<file path="config.mk">
export PLATFORM = sky130hd
export DESIGN_NAME = beat_tracker_agent_core
export DESIGN_NICKNAME = d
export VERILOG_FILES = /design/src/hdl/bta_pkg.sv /design/src/hdl/bta_front.sv /design/src/hdl/bta_queue.sv /design/src/hdl/bta_back.sv /design/src/hdl/beat_tracker_agent_core.sv
export SDC_FILE = /design/constraint.sdc
export NUM_CORES = 2
export LEC_CHECK = 0
export BUFFER_PORTS_ARGS = -buffer_cell sky130_fd_sc_hd__buf_2
export CAP_MARGIN = 20
export CORE_AREA = 5 5 323 261
export CTS_BUF_LIST = sky130_fd_sc_hd__clkbuf_2 sky130_fd_sc_hd__clkbuf_4 sky130_fd_sc_hd__clkbuf_8
export CTS_CLUSTER_DIAMETER = 80
export DETAILED_ROUTE_END_ITERATION = 10
export DIE_AREA = 0 0 328 266
export PLACE_DENSITY = 0.92
export RECOVER_POWER = 100
export SYNTH_ARGS = -nofsm -noshare
export SYNTH_HDL_FRONTEND = slang
export SYNTH_SLANG_ARGS = --single-unit
</file>
<file path="constraint.sdc">
create_clock -name clk -period 16.31 [get_ports clk]
set_clock_uncertainty 0.2 [all_clocks]
set_input_delay 0.8155 -clock clk [delete_from_list [all_inputs] [get_ports clk]]
set_output_delay 0.8155 -clock clk [all_outputs]
set_load 0.03 [all_outputs]
</file>
<file path="src/hdl/bta_pkg.sv">
// Shared types, constants and helpers for the beat tracker agent.
// No dependencies; every other file in hdl/ imports this package.
package bta_pkg;

  // Default window half width bound (top-level parameter default)
  localparam int BTA_MAX_TOL = 15;

  // Field widths
  localparam int FRAME_W = 32;
  localparam int POWER_W = 16;
  localparam int REL_W   = 24;
  localparam int PHASE_W = 16;
  localparam int INTV_W  = 10;
  localparam int TOL_W   = 4;
  localparam int CFG_W   = 16;
  localparam int CFG_IDX_W = 2;

  // Configuration register indexes
  localparam logic [CFG_IDX_W-1:0] CFG_IDX_PHASE    = 2'd0;
  localparam logic [CFG_IDX_W-1:0] CFG_IDX_INTERVAL = 2'd1;
  localparam logic [CFG_IDX_W-1:0] CFG_IDX_TOL      = 2'd2;

  // Reset values of the configuration registers
  localparam logic [PHASE_W-1:0] CFG_PHASE_RST    = 16'd0;
  localparam logic [INTV_W-1:0]  CFG_INTERVAL_RST = 10'd50;
  localparam logic [TOL_W-1:0]   CFG_TOL_RST      = 4'd4;

  // 0.1 in Q4.12
  localparam logic [POWER_W-1:0] STRONG_LEVEL = 16'd410;
  // Divisor for the 0.8 decay: rel * 4 / 5
  localparam logic [POWER_W-1:0] DECAY_DIV = 16'd5;

  typedef struct packed {
    logic [PHASE_W-1:0] start_phase;
    logic [INTV_W-1:0]  beat_interval;
    logic [TOL_W-1:0]   tolerance;
  } bta_cfg_t;

  // One item as it travels from front to back
  typedef struct packed {
    logic [FRAME_W-1:0] frame;
    logic [POWER_W-1:0] power;
    logic [POWER_W-1:0] runmax;     // running max including this item
    logic               first;      // first item after reset
    logic [FRAME_W-1:0] init_pred;  // phase + interval, used when first
  } bta_item_t;

  typedef struct packed {
    logic               valid;
    logic               window_closed;
    logic               strong_peak;
    logic [FRAME_W-1:0] beat_frame;
    logic [FRAME_W-1:0] next_prediction;
    logic [REL_W-1:0]   reliability;
  } bta_result_t;

  // A zero interval acts as one
  function automatic logic [INTV_W-1:0] bta_interval(input logic [INTV_W-1:0] raw);
    return (raw == '0) ? INTV_W'(1) : raw;
  endfunction

endpackage

</file>
<file path="src/hdl/bta_front.sv">
// Input side: accepts items, tracks the running maximum and the first item.
// Depends on bta_pkg; feeds bta_queue.
module bta_front (
  input  logic                       clk,
  input  logic                       rst_n,
  input  bta_pkg::bta_cfg_t          cfg,
  input  logic                       in_valid,
  output logic                       in_stall,
  input  logic [bta_pkg::FRAME_W-1:0] in_frame_number,
  input  logic [bta_pkg::POWER_W-1:0] in_onset_power,
  input  logic                       q_full,
  output logic                       q_push,
  output bta_pkg::bta_item_t         q_item
);
  import bta_pkg::*;

  logic               started_r;
  logic [POWER_W-1:0] runmax_r;
  logic [POWER_W-1:0] runmax_nxt;
  logic [PHASE_W:0]   init_sum;

  assign in_stall   = q_full;
  assign q_push     = in_valid && !q_full;
  assign runmax_nxt = (in_onset_power > runmax_r) ? in_onset_power : runmax_r;
  assign init_sum   = {1'b0, cfg.start_phase}
                    + (PHASE_W+1)'(bta_interval(cfg.beat_interval));

  always_comb begin
    q_item.frame     = in_frame_number;
    q_item.power     = in_onset_power;
    q_item.runmax    = runmax_nxt;
    q_item.first     = !started_r;
    q_item.init_pred = FRAME_W'(init_sum);
  end

  always_ff @(posedge clk) begin
    if (!rst_n) begin
      started_r <= 1'b0;
      runmax_r  <= '0;
    end else if (q_push) begin
      started_r <= 1'b1;
      runmax_r  <= runmax_nxt;
    end
  end

endmodule

</file>
<file path="src/hdl/bta_queue.sv">
// Two-entry queue of items between the front and the back.
// Depends on bta_pkg for the item type.
module bta_queue (
  input  logic               clk,
  input  logic               rst_n,
  input  logic               push,
  input  bta_pkg::bta_item_t push_item,
  output logic               full,
  input  logic               pop,
  output logic               not_empty,
  output bta_pkg::bta_item_t pop_item
);
  import bta_pkg::*;

  bta_item_t  mem_r [2];
  logic       wptr_r;
  logic       rptr_r;
  logic [1:0] cnt_r;

  assign full      = (cnt_r == 2'd2);
  assign not_empty = (cnt_r != 2'd0);
  assign pop_item  = mem_r[rptr_r];

  always_ff @(posedge clk) begin
    if (push) mem_r[wptr_r] <= push_item;
  end

  always_ff @(posedge clk) begin
    if (!rst_n) begin
      wptr_r <= 1'b0;
      rptr_r <= 1'b0;
      cnt_r  <= 2'd0;
    end else begin
      if (push) wptr_r <= !wptr_r;
      if (pop)  rptr_r <= !rptr_r;
      unique case ({push, pop})
        2'b10:   cnt_r <= cnt_r + 2'd1;
        2'b01:   cnt_r <= cnt_r - 2'd1;
        default: cnt_r <= cnt_r;
      endcase
    end
  end

endmodule

</file>
<file path="src/hdl/bta_back.sv">
// Execution side: window store, window argmax scan, beat update and a
// radix-4 restoring divider for the reliability update. Depends on bta_pkg.
module bta_back #(
  parameter int MAX_TOLERANCE = bta_pkg::BTA_MAX_TOL
) (
  input  logic                clk,
  input  logic                rst_n,
  input  bta_pkg::bta_cfg_t   cfg,
  input  logic                q_vld,
  input  bta_pkg::bta_item_t  q_item,
  output logic                q_pop,
  input  logic                out_stall,
  output bta_pkg::bta_result_t res
);
  import bta_pkg::*;

  localparam int Depth  = 2 * MAX_TOLERANCE + 1;
  localparam int AW     = $clog2(Depth);
  localparam int TolCap = (MAX_TOLERANCE < 15) ? MAX_TOLERANCE : 15;

  typedef enum logic [2:0] {
    S_IDLE, S_CHECK, S_SCAN, S_PICK, S_NEXT, S_DIV, S_FIN, S_OUT
  } state_t;

  state_t             state_r;
  bta_item_t          item_r;
  logic [FRAME_W-1:0] pred_r;
  logic [FRAME_W-1:0] last_r;
  logic [REL_W-1:0]   rel_r;
  logic [Depth-1:0]   vld_r;
  logic [POWER_W-1:0] mem [Depth];
  logic [POWER_W-1:0] rd_data_r;
  logic               rd_vld_r;
  logic [AW-1:0]      iss_r;
  logic               iss_done_r;
  logic               cmp_vld_r;
  logic [AW-1:0]      cmp_idx_r;
  logic [POWER_W-1:0] best_r;
  logic [AW-1:0]      bidx_r;
  logic               strong_r;
  logic [31:0]        dq_r;
  logic [15:0]        rem_r;
  logic [15:0]        dvsr_r;
  logic [3:0]         dcnt_r;

  logic [TOL_W-1:0]   tol_eff;
  logic [INTV_W-1:0]  intv_eff;
  logic [AW-1:0]      last_idx;
  logic [33:0]        rest;
  logic               in_win;
  logic [AW-1:0]      wr_pos;
  logic [POWER_W-1:0] rd_val;
  logic [8:0]         off9;
  logic [FRAME_W-1:0] peak;
  logic [47:0]        step1;
  logic [47:0]        step2;
  logic [REL_W:0]     sum25;
  logic [REL_W-1:0]   rel_nxt;

  // one restoring division step: {rem, dividend/quotient}
  function automatic logic [47:0] div_step(input logic [15:0] rem,
                                           input logic [31:0] dq,
                                           input logic [15:0] d);
    logic [16:0] t;
    logic [16:0] diff;
    begin
      t    = {rem, dq[31]};
      diff = t - {1'b0, d};
      if (!diff[16]) return {diff[15:0], dq[30:0], 1'b1};
      else           return {t[15:0], dq[30:0], 1'b0};
    end
  endfunction

  assign tol_eff  = (int'(cfg.tolerance) > TolCap) ? TOL_W'(TolCap) : cfg.tolerance;
  assign intv_eff = bta_interval(cfg.beat_interval);
  assign last_idx = AW'({2'b00, tol_eff, 1'b0});

  // distance from this frame to the window end; window is 0..2*tol
  assign rest   = {2'b00, pred_r} + 34'(tol_eff) - {2'b00, item_r.frame};
  assign in_win = !rest[33] && (rest[32:0] <= 33'(last_idx));
  assign wr_pos = last_idx - AW'(rest);

  assign rd_val = rd_vld_r ? rd_data_r : '0;
  assign off9   = 9'(bidx_r) - 9'(tol_eff);
  assign peak   = (bidx_r == '0) ? pred_r : pred_r + {{(FRAME_W-9){off9[8]}}, off9};

  assign step1 = div_step(rem_r, dq_r, dvsr_r);
  assign step2 = div_step(step1[47:32], step1[31:0], dvsr_r);

  assign sum25 = {1'b0, rel_r} + {1'b0, dq_r[REL_W-1:0]};
  always_comb begin
    if (!strong_r)            rel_nxt = dq_r[REL_W-1:0];
    else if (dvsr_r == '0)    rel_nxt = rel_r;
    else if ((|dq_r[31:REL_W]) || sum25[REL_W]) rel_nxt = '1;
    else                      rel_nxt = sum25[REL_W-1:0];
  end

  assign q_pop = (state_r == S_IDLE) && q_vld;

  // window store: one write port, one registered read port
  always_ff @(posedge clk) begin
    if (state_r == S_CHECK && in_win) mem[wr_pos] <= item_r.power;
    rd_data_r <= mem[iss_r];
    rd_vld_r  <= vld_r[iss_r];
  end

  always_ff @(posedge clk) begin
    if (!rst_n) begin
      state_r    <= S_IDLE;
      pred_r     <= '0;
      last_r     <= '0;
      rel_r      <= '0;
      vld_r      <= '0;
      iss_r      <= '0;
      iss_done_r <= 1'b0;
      cmp_vld_r  <= 1'b0;
      res.valid  <= 1'b0;
    end else begin
      unique case (state_r)
        S_IDLE: begin
          if (q_vld) begin
            item_r <= q_item;
            if (q_item.first) pred_r <= q_item.init_pred;
            state_r <= S_CHECK;
          end
        end
        S_CHECK: begin
          if (in_win) vld_r[wr_pos] <= 1'b1;
          if (rest == '0) begin
            iss_r      <= '0;
            iss_done_r <= 1'b0;
            cmp_vld_r  <= 1'b0;
            best_r     <= '0;
            bidx_r     <= '0;
            state_r    <= S_SCAN;
          end else begin
            res.valid           <= 1'b1;
            res.window_closed   <= 1'b0;
            res.strong_peak     <= 1'b0;
            res.beat_frame      <= last_r;
            res.next_prediction <= pred_r;
            res.reliability     <= rel_r;
            state_r             <= S_OUT;
          end
        end
        S_SCAN: begin
          cmp_vld_r <= !iss_done_r;
          cmp_idx_r <= iss_r;
          if (!iss_done_r) begin
            if (iss_r == last_idx) iss_done_r <= 1'b1;
            else                   iss_r <= iss_r + AW'(1);
          end
          if (cmp_vld_r) begin
            // first strict maximum wins
            if (rd_val > best_r) begin
              best_r <= rd_val;
              bidx_r <= cmp_idx_r;
            end
            if (cmp_idx_r == last_idx) state_r <= S_PICK;
          end
        end
        S_PICK: begin
          last_r   <= peak;
          strong_r <= (best_r >= STRONG_LEVEL);
          rem_r    <= '0;
          dcnt_r   <= '0;
          if (best_r >= STRONG_LEVEL) begin
            dq_r   <= {best_r, 16'd0};
            dvsr_r <= item_r.runmax;
          end else begin
            dq_r   <= {6'd0, rel_r, 2'b00};
            dvsr_r <= DECAY_DIV;
          end
          state_r <= S_NEXT;
        end
        S_NEXT: begin
          pred_r  <= last_r + FRAME_W'(intv_eff);
          state_r <= S_DIV;
        end
        S_DIV: begin
          rem_r  <= step2[47:32];
          dq_r   <= step2[31:0];
          dcnt_r <= dcnt_r + 4'd1;
          if (dcnt_r == 4'd15) state_r <= S_FIN;
        end
        S_FIN: begin
          rel_r               <= rel_nxt;
          res.valid           <= 1'b1;
          res.window_closed   <= 1'b1;
          res.strong_peak     <= strong_r;
          res.beat_frame      <= last_r;
          res.next_prediction <= pred_r;
          res.reliability     <= rel_nxt;
          state_r             <= S_OUT;
        end
        S_OUT: begin
          if (!out_stall) begin
            res.valid <= 1'b0;
            state_r   <= S_IDLE;
          end
        end
        default: state_r <= S_IDLE;
      endcase
    end
  end

endmodule

</file>
<file path="src/hdl/beat_tracker_agent_core.sv">
// Top level of the beat tracker agent: configuration registers, front,
// item queue and back. Depends on bta_pkg, bta_front, bta_queue, bta_back.
//
//  channel  | valid     | stall      | payload
//  ---------+-----------+------------+---------------------------------------
//  input    | in_valid  | in_stall   | in_frame_number, in_onset_power
//  result   | out_valid | out_stall  | out_window_closed, out_strong_peak,
//           |           |            | out_beat_frame, out_next_prediction,
//           |           |            | out_reliability_out
//  config   | cfg_we    | -          | cfg_index, cfg_wdata
//
// An item that does not close a window passes the back through pop,
// window check with store write and result load, and hand-off. An item
// that closes a window adds the argmax scan through the store's single
// read port, pick and prediction steps, the 2-bit-per-cycle divider and
// the result load; a stalled result holds the back in hand-off.
// Reset is synchronous, active low; it clears control state, the window
// store's valid bits and restores the register defaults. The front keeps
// accepting into a two-entry queue while the back works or a result is
// stalled; in_stall rises only when that queue is full.
module beat_tracker_agent_core #(
  parameter int MAX_TOLERANCE = bta_pkg::BTA_MAX_TOL
) (
  input  logic                         clk,
  input  logic                         rst_n,
  // configuration
  input  logic                         cfg_we,
  input  logic [bta_pkg::CFG_IDX_W-1:0] cfg_index,
  input  logic [bta_pkg::CFG_W-1:0]     cfg_wdata,
  // input items
  input  logic                         in_valid,
  output logic                         in_stall,
  input  logic [bta_pkg::FRAME_W-1:0]   in_frame_number,
  input  logic [bta_pkg::POWER_W-1:0]   in_onset_power,
  // result items
  output logic                         out_valid,
  input  logic                         out_stall,
  output logic                         out_window_closed,
  output logic                         out_strong_peak,
  output logic [bta_pkg::FRAME_W-1:0]   out_beat_frame,
  output logic [bta_pkg::FRAME_W-1:0]   out_next_prediction,
  output logic [bta_pkg::REL_W-1:0]     out_reliability_out
);
  import bta_pkg::*;

  bta_cfg_t    cfg_r;
  logic        q_push;
  logic        q_full;
  logic        q_pop;
  logic        q_vld;
  bta_item_t   push_item;
  bta_item_t   pop_item;
  bta_result_t res;

  // Register file; writes are expected only while no item is in flight
  always_ff @(posedge clk) begin
    if (!rst_n) begin
      cfg_r.start_phase   <= CFG_PHASE_RST;
      cfg_r.beat_interval <= CFG_INTERVAL_RST;
      cfg_r.tolerance     <= CFG_TOL_RST;
    end else if (cfg_we) begin
      unique case (cfg_index)
        CFG_IDX_PHASE:    cfg_r.start_phase   <= cfg_wdata[PHASE_W-1:0];
        CFG_IDX_INTERVAL: cfg_r.beat_interval <= cfg_wdata[INTV_W-1:0];
        CFG_IDX_TOL:      cfg_r.tolerance     <= cfg_wdata[TOL_W-1:0];
        default: ;  // unmapped index: ignored
      endcase
    end
  end

  // Front: handshake, running max, first-item prediction seed
  bta_front u_front (
    .clk             (clk),
    .rst_n           (rst_n),
    .cfg             (cfg_r),
    .in_valid        (in_valid),
    .in_stall        (in_stall),
    .in_frame_number (in_frame_number),
    .in_onset_power  (in_onset_power),
    .q_full          (q_full),
    .q_push          (q_push),
    .q_item          (push_item)
  );

  bta_queue u_queue (
    .clk       (clk),
    .rst_n     (rst_n),
    .push      (q_push),
    .push_item (push_item),
    .full      (q_full),
    .pop       (q_pop),
    .not_empty (q_vld),
    .pop_item  (pop_item)
  );

  // Back: window store, scan, beat/prediction and reliability update
  bta_back #(
    .MAX_TOLERANCE (MAX_TOLERANCE)
  ) u_back (
    .clk       (clk),
    .rst_n     (rst_n),
    .cfg       (cfg_r),
    .q_vld     (q_vld),
    .q_item    (pop_item),
    .q_pop     (q_pop),
    .out_stall (out_stall),
    .res       (res)
  );

  // Result register lives in the back; held stable while stalled
  assign out_valid           = res.valid;
  assign out_window_closed   = res.window_closed;
  assign out_strong_peak     = res.strong_peak;
  assign out_beat_frame      = res.beat_frame;
  assign out_next_prediction = res.next_prediction;
  assign out_reliability_out = res.reliability;

endmodule

</file>
==> impl_results.md <==
- CTS Root Cell: clkbuf_8
- Clk_lat worst skew: 0.86 ns
- Synth top area share: 53.37%
- Crit Path Class: flop to flop
- Hold-critical path depth: 3
- FFs w/ async S/R, synth: 0%
- CTS Sinks: 1108
- Number of hold violations in the final report: 0
- Combinational power share: 27.7%
- Initial DRC Count: 5184
- VDD IR max: 0.0001554 V
- Simple-Gate Fraction of Synth Area: 9.584%
- Setup TNS: 0 ns
- Pin count of the biggest net entering global routing: 122
- FP Rows: 93
- Global-route wire length before repair: 211200 um
- Fillers: 5006
- Worst-path clk slew: 0.07 ns
- Most frequent cells in the layout: edfxtp_1 (909), nand2_1 (316), nor2_1 (233), clkbuf_1 (204), o21ai_0 (202)
- Slowest-stage cell, CP: clkbuf_1
- Synth Area in Compound Gates: 8.784%
- Io pins: 163
- Mapped Nets: 4121
- First-pass DRT Iterations: 8
- Syn_area_per_cell: 13.28 um^2
- Commonest non-fill, non-tap cell in the layout: edfxtp_1
- Cells after Synth: 3852
- Power density cells: 143.5 nW/um^2
- Initial core utilization: 63.61%
- Synth Area in Adders: 4.976%
- Leading register cell type out of synthesis: edfxtp_1
- Number of synthesized flops with an enable pin: 909
- Vias per inst: 6.661
- Die X: 328 um
- Slew of the pin with the lowest slew margin: 9.924 ns
- Largest family of logic cells by synthesized area: multiplexers
- Hpwl dp: 89850 um
- Power, Total: 8.123 mW
- Layout cells sized above 1: 13.02%
- Crit path arrival time: 11.28 ns
- Setup bufs post-CTS: 0
- Final Cycle Share: 65.46%
- DRC viols: 0
- Yosys reg bits: 1108
- Yosys cell types: 77
- Detail-routed net length per standard cell: 26.33 um
- Synth-to-Final Area Change: 10.69%
- Finished Core Util: 70.41%
- Max stage delay on crit path: 6.89 ns
- CTS max path bufs: 3
- Global Route Usage Sum: 31.64%
- Post-route minimum period: 10.68 ns
- Via count: 35710
- CTS Buf Count: 159
- Sw frac: 34.09%
- Post-route ant nets: 0
- Status: finished, violations left
- DRT Wirelength: 141100 um
- CTS tree: done
- Startpoint types: flop
- Worst hold path class: primary input to flop
- Initial antenna violation count: 10
- CP Buf/Inv Count: 1
- Layout net count: 4396
- Crit-path cells: clkbuf_1, mux2i_1, o21ai_0, mux4_2, mux2_2
- Largest cells by area after synthesis: edfxtp_1 (53%), dfxtp_1 (7.8%), mux4_2 (6.7%)
- Die area: 87250 um^2
- RSZ-0062 raised after global routing: false
- Vias in the first global route: 34970
- MaxCap Viol Count: 34
- P_int: 5.354 mW
- Leakage: 19.69 nW
- Final RePlAce weighted congestion: 0.9616
- Core ar.: 80410 um^2
- # port buffers: 162
- Reg2reg path depth: 5
- H-tree Lvls: 4
- Yosys warns: 0
- Failing checks: capacitance limit, slew limit
- WP data required: 16.91 ns
- Slew Viols, Final: 1419
- Worst path top cell family by delay: buffers and inverters
- Post-synth top area cell: edfxtp_1
- CP max FO: 121
- Xor-xnor portion of the synthesized cell area: 2.928%
- Register share of total power: 44.4%
- CP endpoint kind: flop
- Die Y: 266 um
- Final setup violation count: 0
- Post-synthesis sequential area ratio: 61.16%
- Levels on crit path: 5
- Switch Pwr: 2.770 mW
- Mux contribution to synthesized area: 10.14%
- Syn Std Cell Area: 51150 um^2
- Overflow after GRT: 0
- Fmax: 93.66 MHz
- Rel. slew slack: -561.6%
- Clock network fraction of total power: 27.9%
==> layer usage <==
metal,wire length (um),up-vias,GRT usage [%]
met5,34,-,0
met4,8046,4,14.61
met3,17690,614,8.093
met2,65690,2912,50.50
met1,49680,17030,41.44
li1,-,15150,-
==> sequential cells by signal, summed over array words and instances, names as in the netlist, 24 cells and up, named ones only <==
register	cells
cfg_r	30
u_queue.mem_r	164
u_back.res	91
u_back.pred_r	32
u_back.mem	496
u_back.rel_r	24
u_back.item_r	64
u_back.last_r	32
u_back.vld_r	31
u_back.dq_r	32
==> cell type report <==
| class | count | area, um^2 | area share [%] |
|---|---|---|---|
| well taps | 1092 | 1366 | 2.413 |
| diodes | 6 | 15.01 | 0.02652 |
| clock inverters | 76 | 470.5 | 0.8310 |
| repair buffers | 290 | 1478 | 2.610 |
| multi-input cells | 2416 | 18660 | 32.96 |
| flip-flops and latches | 1108 | 31280 | 55.26 |
| inverters | 152 | 571.8 | 1.010 |
| clock buffers | 221 | 2766 | 4.887 |
==> synthesized netlist by cell type, drive strengths merged, types with 8 or more instances <==
| library cell | number |
|---|---|
| edfxtp | 909 |
| and2 | 55 |
| mux2 | 97 |
| o21ai | 204 |
| or3 | 25 |
| o22ai | 35 |
| a21boi | 9 |
| ha | 189 |
| o21a | 32 |
| a211oi | 31 |
| a311oi | 25 |
| and3 | 50 |
| dfxtp | 199 |
| o21bai | 16 |
| a21oi | 182 |
| a21o | 63 |
| buf | 28 |
| a31o | 8 |
| or2 | 13 |
| nand4 | 37 |
| nor2 | 235 |
| nor3 | 57 |
| mux2i | 65 |
| nand2 | 316 |
| fa | 9 |
| nand2b | 25 |
| o211ai | 12 |
| o31ai | 22 |
| nor4 | 19 |
| mux4 | 153 |
| clkbuf | 148 |
| nor3b | 8 |
| and4 | 9 |
| nand3 | 98 |
| xor2 | 61 |
| inv | 152 |
| a31oi | 18 |
| xnor2 | 110 |
| nor2b | 47 |
==> power groups by stage <==
| stage | clock [mW] | combinational [mW] | sequential (mW) |
|---|---|---|---|
| 2_1_floorplan | 0 | 1.35 | 3.66 |
| 3_3_place_gp | 0 | 2.05 | 3.62 |
| 3_5_place_dp | 0 | 2.13 | 3.63 |
| 4_1_cts | 2.27 | 2.17 | 3.58 |
| 5_1_grt | 2.41 | 2.39 | 3.62 |
| 6_report | 2.26 | 2.25 | 3.61 |
==> path summary, 6_finish.rpt <==
kind	from	end	slack, ns
max	u_back.iss_r[0]	u_back.rd_data_r[15]	5.63
min	cfg_wdata[15]	cfg_r[29]	0.05
max reg2reg	u_back.iss_r[0]	u_back.rd_data_r[15]	5.63
min reg2reg	u_back.vld_r[3]	u_back.vld_r[3]	0.25
==> worst register-to-register path: stages, from the launching register on <==
cell      delay (ns)
dfxtp_4         0.65
clkbuf_1        6.89
mux2i_1         1.78
o21ai_0         0.57
mux4_2          0.38
mux2_2          0.18
==> through the flow <==
step	std cells	hold WS (ns)	setup WS (ns)	area [um^2]
floorplan	3852	0.2064	9.157	51150
global placement	5001	0.2280	8.492	53340
detailed placement	5002	0.2405	8.311	53350
CTS	5343	0.002716	8.156	57020
global route	5359	0.03590	4.180	56610
finish	5361	0.04825	5.633	56610
==> cells by family after synthesis <==
family	Yosys count
buffers and inverters	328
multiplexers	315
AO/OA/AOI/OAI	716
XOR/XNOR	171
flip-flops	1108
adder cells (fa/ha/maj)	198
AND/OR/NAND/NOR	1016
==> repair_timing <==
action | CTS | global route
resized for setup | 0 | 0
hold buffers | 44 | 0
hold endpoints to repair | 82 | 0
(Power assumes the default switching activity.)
